===== config.mk =====
export PLATFORM = sky130hd
export DESIGN_NAME = lsu_sqrt_cell
export DESIGN_NICKNAME = d
export VERILOG_FILES = /design/src/rtl/lsu_pkg.sv /design/src/rtl/lsu_sqrt_cell.sv
export SDC_FILE = /design/constraint.sdc
export NUM_CORES = 1
export LEC_CHECK = 0
export BUFFER_PORTS_ARGS = -buffer_cell sky130_fd_sc_hd__buf_4
export CAP_MARGIN = 40
export CORE_MARGIN = 4
export CORE_UTILIZATION = 30
export CTS_BUF_LIST = sky130_fd_sc_hd__clkbuf_4
export DETAILED_ROUTE_END_ITERATION = 6
export PLACE_DENSITY = 0.57
export SETUP_SLACK_MARGIN = 0.05
export SYNTH_ARGS = -nofsm -noshare
export SYNTH_HDL_FRONTEND = slang
export SYNTH_SLANG_ARGS = --single-unit

===== constraint.sdc =====
create_clock -name clk -period 3.1 [get_ports clk]
set_clock_uncertainty 0.15 [all_clocks]
set_input_delay 0.31 -clock clk [delete_from_list [all_inputs] [get_ports clk]]
set_output_delay 0.31 -clock clk [all_outputs]
set_load 0.02 [all_outputs]

===== src/rtl/lsu_pkg.sv =====
package lsu_pkg;

  // Configuration register indexes.
  localparam logic [1:0] REG_TIME_STEP      = 2'd0;
  localparam logic [1:0] REG_INV_DX_SQUARED = 2'd1;
  localparam logic [1:0] REG_INV_DY_SQUARED = 2'd2;

  // Reset values of the configuration registers.
  localparam logic [31:0] TIME_STEP_RESET = 32'd6554;
  localparam logic [31:0] INV_DX_RESET    = 32'd65536;
  localparam logic [31:0] INV_DY_RESET    = 32'd65536;

  // Pipeline depth figures.
  localparam int AXIS_STAGES = 6;
  localparam int SQRT_CELLS  = 32;
  localparam int BACK_STAGES = 4;
  localparam int PIPE_STAGES = AXIS_STAGES + 1 + SQRT_CELLS + BACK_STAGES;

  // Width of the partial remainder inside the square root chain.
  localparam int REM_W = 34;

  // Per-cell data that rides along the whole pipeline.
  typedef struct packed {
    logic signed [31:0] center;
    logic               pos;
    logic [31:0]        speed_mag;
  } side_t;

endpackage


===== src/rtl/lsu_sqrt_cell.sv =====
module lsu_sqrt_cell (
  input  logic                        clk,
  input  logic                        en,
  input  logic [63:0]                 rad_in,
  input  logic [lsu_pkg::REM_W-1:0]   rem_in,
  input  logic [31:0]                 root_in,
  input  lsu_pkg::side_t              side_in,
  output logic [63:0]                 rad_out,
  output logic [lsu_pkg::REM_W-1:0]   rem_out,
  output logic [31:0]                 root_out,
  output lsu_pkg::side_t              side_out
);

  // One result bit per cell: bring down two radicand bits and try a subtract.
  logic [lsu_pkg::REM_W+1:0] work, trial, diff;
  logic                      take;
  assign work  = {rem_in, rad_in[63:62]};
  assign trial = {2'b00, root_in, 2'b01};
  assign diff  = work - trial;
  assign take  = (work >= trial);

  always_ff @(posedge clk) begin
    if (en) begin
      rad_out  <= {rad_in[61:0], 2'b00};
      rem_out  <= take ? diff[lsu_pkg::REM_W-1:0] : work[lsu_pkg::REM_W-1:0];
      root_out <= {root_in[30:0], take};
      side_out <= side_in;
    end
  end

endmodule


Yosys cells after proc, flatten, opt, wreduce, memory -nomap -nowiden
Index checks and enable logic that the tools add are counted.
Widths: inputs -> output; s select.
{"block": "totals", "regBits": 193, "inputBits": 197, "output_inout_bits": 195, "wordCells": 9}
{"block": "op_classes", "addsub": 1, "n_lt_le_gt_ge": 1, "n_mux": 1}
{"cell": "$ge 36x34->1", "n": 1}
{"cell": "$mux 34", "n": 1}
{"cell": "$sub 34x34->34", "n": 1}

Depth between registers and ports, before layout
{"block": "logic_depth", "word_depth": 2, "ltp_mapped": 13, "mapped_depth_nobuf": 10}

Worst setup path after synthesis
No wires, ideal clock.
{"block": "synth_path", "path_type": "in2reg", "start": "input port root_in[9]", "end": "register rem_out[27] in the netlist's numbering, data pin", "arrival_ns": 2.292, "required_time_ns": 2.690, "slack_ns": 0.397, "cell_stages": 10, "n_path_buf": 0, "path_cell_list": "inv_1 -> ha_1 -> a21o_1 -> a31o_1 -> a211oi_4 -> o211ai_2 -> a21bo_2 -> mux2i_1 -> o221ai_1 -> mux2_4"}
{"block": "synth_between", "elab_chain_cells": 2}
{"item": "from (decl)", "line": "lsu_sqrt_cell.sv:6", "text": "input logic [31:0] root_in,"}
{"item": "$sub 34x34->34 / $ge 36x34->1 (equally long branches)", "line": "lsu_sqrt_cell.sv:19, lsu_sqrt_cell.sv:20"}
{"item": "$mux 34 (*)", "line": "lsu_sqrt_cell.sv:25", "text": "rem_out <= take ? diff[lsu_pkg::REM_W-1:0] : work[lsu_pkg::REM_W-1:0];"}
{"item": "to (signal assigned)", "line": "lsu_sqrt_cell.sv:25"}
{"item": "to (decl)", "line": "lsu_sqrt_cell.sv:9", "text": "output logic [lsu_pkg::REM_W-1:0] rem_out,"}
Every way passes the cells marked *; elsewhere a longest branch is shown, timed or not.
A chain may end at the register's enable or synchronous reset.

Worst setup path after layout
{"block": "layout_path", "start": "input port root_in[3]", "end": "register rem_out[26] in the netlist's numbering, data pin"}
The elaborated chain is that of the path after synthesis.

==> impl_metrics.env <==
export IMPL_tritoncts="yes"
export IMPL_drc_errors=0
export IMPL_row_count=60
export IMPL_vias=7036
export IMPL_ys_warn_count=0
export IMPL_grt_pass1_vias=7404
export IMPL_hp_class="input pin to flop"
export IMPL_globalRoute_totalOverflow=0
export IMPL_holdWs_ps=128.8
export IMPL_clkTransAtPathRegs_ps=160
export IMPL_final_area_mm2=0.01409
export IMPL_root_buffer="clkbuf_4"
export IMPL_yosys_area_share_simple=0.06781
export IMPL_area_delta_synth_final_pct=70.39
export IMPL_instances_no_fill=1548
export IMPL_worstPathMaxFanout=6
export IMPL_core_area_mm2=0.02703
export IMPL_dominantRegCellSynth="edfxtp_1"
export IMPL_place_gp_congestion=0.7784
export IMPL_grt_max_degree=74
export IMPL_peakVddDrop_mv=0.1934
export IMPL_rsz0062_at_grt="no"
export IMPL_setup_violations=0
export IMPL_yosysUniqueCellTypes=62
export IMPL_synth_compound_area_frac=0.1128
export IMPL_finalPower_mw=6.495
export IMPL_cp_data_required_time_ps=3290
export IMPL_tns_ps=0
export IMPL_synth_seq_cells=193
export IMPL_first_pass_iters=6
export IMPL_placed_cells=1321
export IMPL_worst_slew_pin_transition_ps=667.5
export IMPL_power_density_mw_per_mm2=461.1
export IMPL_timing_slew_headroom=0.5550
export IMPL_max_freq_ghz=0.3392
export IMPL_dp_hpwl_mm=21.70
export IMPL_final_min_clock_period_ps=2948
export IMPL_io_buffers=389
export IMPL_htreeDepth=4
export IMPL_grt_usage=0.1876
export IMPL_grt_first_pass_wirelength_mm=44.24
export IMPL_critPathKind="input pin to flop"
export IMPL_drt_iter0_drc=508
export IMPL_cp_start_kind="input pin"
export IMPL_p_leak_nw=6.083
export IMPL_grt_antenna_before_repair=1
export IMPL_synth_adder_area_share=0.05146
export IMPL_async_flop_share=0
export IMPL_outcome="complete, no violations"
export IMPL_viasPerCell=4.545
export IMPL_met1_length_mm=11.76
export IMPL_synth_cells=572
export IMPL_io_pins=392
export IMPL_clockBufferDepth=2
export IMPL_synthMuxAreaShare=0.006660
export IMPL_hold_violations=0
export IMPL_period_share=0.9509
export IMPL_start_util=0.3059
export IMPL_wl_met3_mm=1.789
export IMPL_place_area_mm2=0.01182
export IMPL_die_y_um=174
export IMPL_yosysSeqAreaShare=0.7011
export IMPL_drv_slew=0
export IMPL_syn_area_mm2=0.008267
export IMPL_cts_buffers=17
export IMPL_die_area_mm2=0.03028
export IMPL_cts_num_sinks=193
export IMPL_route_final_wire_length_mm=29.40
export IMPL_drive_above_1_share=0.3988
export IMPL_ant_nets=0
export IMPL_arrival_ps=3140
export IMPL_synth_xor_area_frac=0.02861
export IMPL_wl_met2_mm=15.11
export IMPL_top_layer="met4"
export IMPL_synth_enable_flop_cells=193
export IMPL_final_net_count=1424
export IMPL_avgSynthCellArea_um2=14.45
export IMPL_die_w_um=174
export IMPL_wl_per_cell_um=18.99
export IMPL_maxCapViolCount=0
export IMPL_synth_top_family_by_area="compound AO/OA/AOI/OAI gates"
export IMPL_crit_path_end_kind="flop"
==> cells by family (layout without fill, tap and decap cells) <==
logic type | after synthesis | in the layout
flip-flops | 193 | 193
AO/OA/AOI/OAI | 133 | 133
AND/OR/NAND/NOR | 120 | 120
buffers and inverters | 59 | 692
adder cells (fa/ha/maj) | 34 | 34
XOR/XNOR | 27 | 27
multiplexers | 5 | 5
other | 1 | 3
==> layout by cell type, fill, tap and decap left out, drive strengths merged, types with 2 or more instances in the layout <==
master,n
xnor2,14
and3,5
dlygate4sd3,192
o41ai,3
inv,50
nand4,7
o21ai,46
xor2,13
ha,34
nand3,6
conb,2
buf,424
nand2b,5
o221ai,2
o21a,3
a31oi,5
a21o,20
and2,5
nor3,10
edfxtp,193
mux2i,4
a31o,2
a21oi,28
o31a,2
a211oi,2
nand2,58
a21boi,2
clkbuf,18
o211ai,3
clkinv,8
o31ai,5
nor2,18
==> state kept, by name (all words and copies together), names as in the netlist <==
signal / cells
rem_out: 34
root_out: 32
rad_out: 62
side_out: 65
==> worst max-delay path, stage by stage <==
cell,delay [ps]
dlygate4sd3_1,540
buf_4,140
inv_1,50
ha_2,300
a21o_1,210
or3_1,300
o21a_1,240
a311oi_2,350
o21ai_2,140
a31oi_4,240
mux2i_1,100
a31o_1,200
==> layer usage <==
metal,up-vias,GRT usage
met1,3386,0.2207
li1,3375,-
met3,37,0.05328
met4,0,0.05279
met2,238,0.3350
met5,-,0
==> Yosys cell counts (all sizes together) (7+ instances only) <==
cell	count	area [um^2]
nand2	58	217.7
nand4	7	50.05
buf	9	56.30
xnor2	14	122.6
edfxtp	193	5796
ha	34	425.4
a21o	20	151.4
xor2	13	113.9
clkbuf	7	38.78
a21oi	28	140.1
inv	42	157.7
o21ai	46	234.0
nor3	10	50.05
nor2	18	67.56
==> power breakdown <==
group | internal (mW) | switching [mW] | leakage [nW]
registers | 3.16 | 0.0728 | 1.89
logic | 0.862 | 0.930 | 4.03
clock network | 0.390 | 1.08 | 0.162
total | 4.41 | 2.08 | 6.08
==> final timing paths <==
check / startpoint / end / cells past startpoint
worst max-delay path: root_in[3] / rem_out[26] / 12
worst min-delay path: rem_in[32] / root_out[0] / 4
==> cell type report <==
type	count	area, um^2
multi-input cells	321	2233
clock buffers	17	127.6
inverters	43	162.7
flip-flops and latches	193	5796
well taps	341	426.7
clock inverters	15	181.4
repair buffers	617	5156
diodes	1	2.502
fillers	2325	12940
==> through the flow <==
step	worst slack [ps]	utilization
after floorplan	397.3	-
after global placement	51.82	0.4375
after detailed placement	57.86	0.4375
after CTS	133.7	0.5200
after global routing	59.86	0.5212
final	152.1	0.5212
==> repair_timing <==
| action | CTS | global route |
|---|---|---|
| gates resized for setup | 0 | 3 |
| endpoints found under the setup margin | 0 | 3 |
| hold buffers | 192 | 0 |
| endpoints found under the hold margin | 192 | 0 |
| buffers inserted | 0 | 2 |
Note: power is estimated with default switching activity, not from simulation.
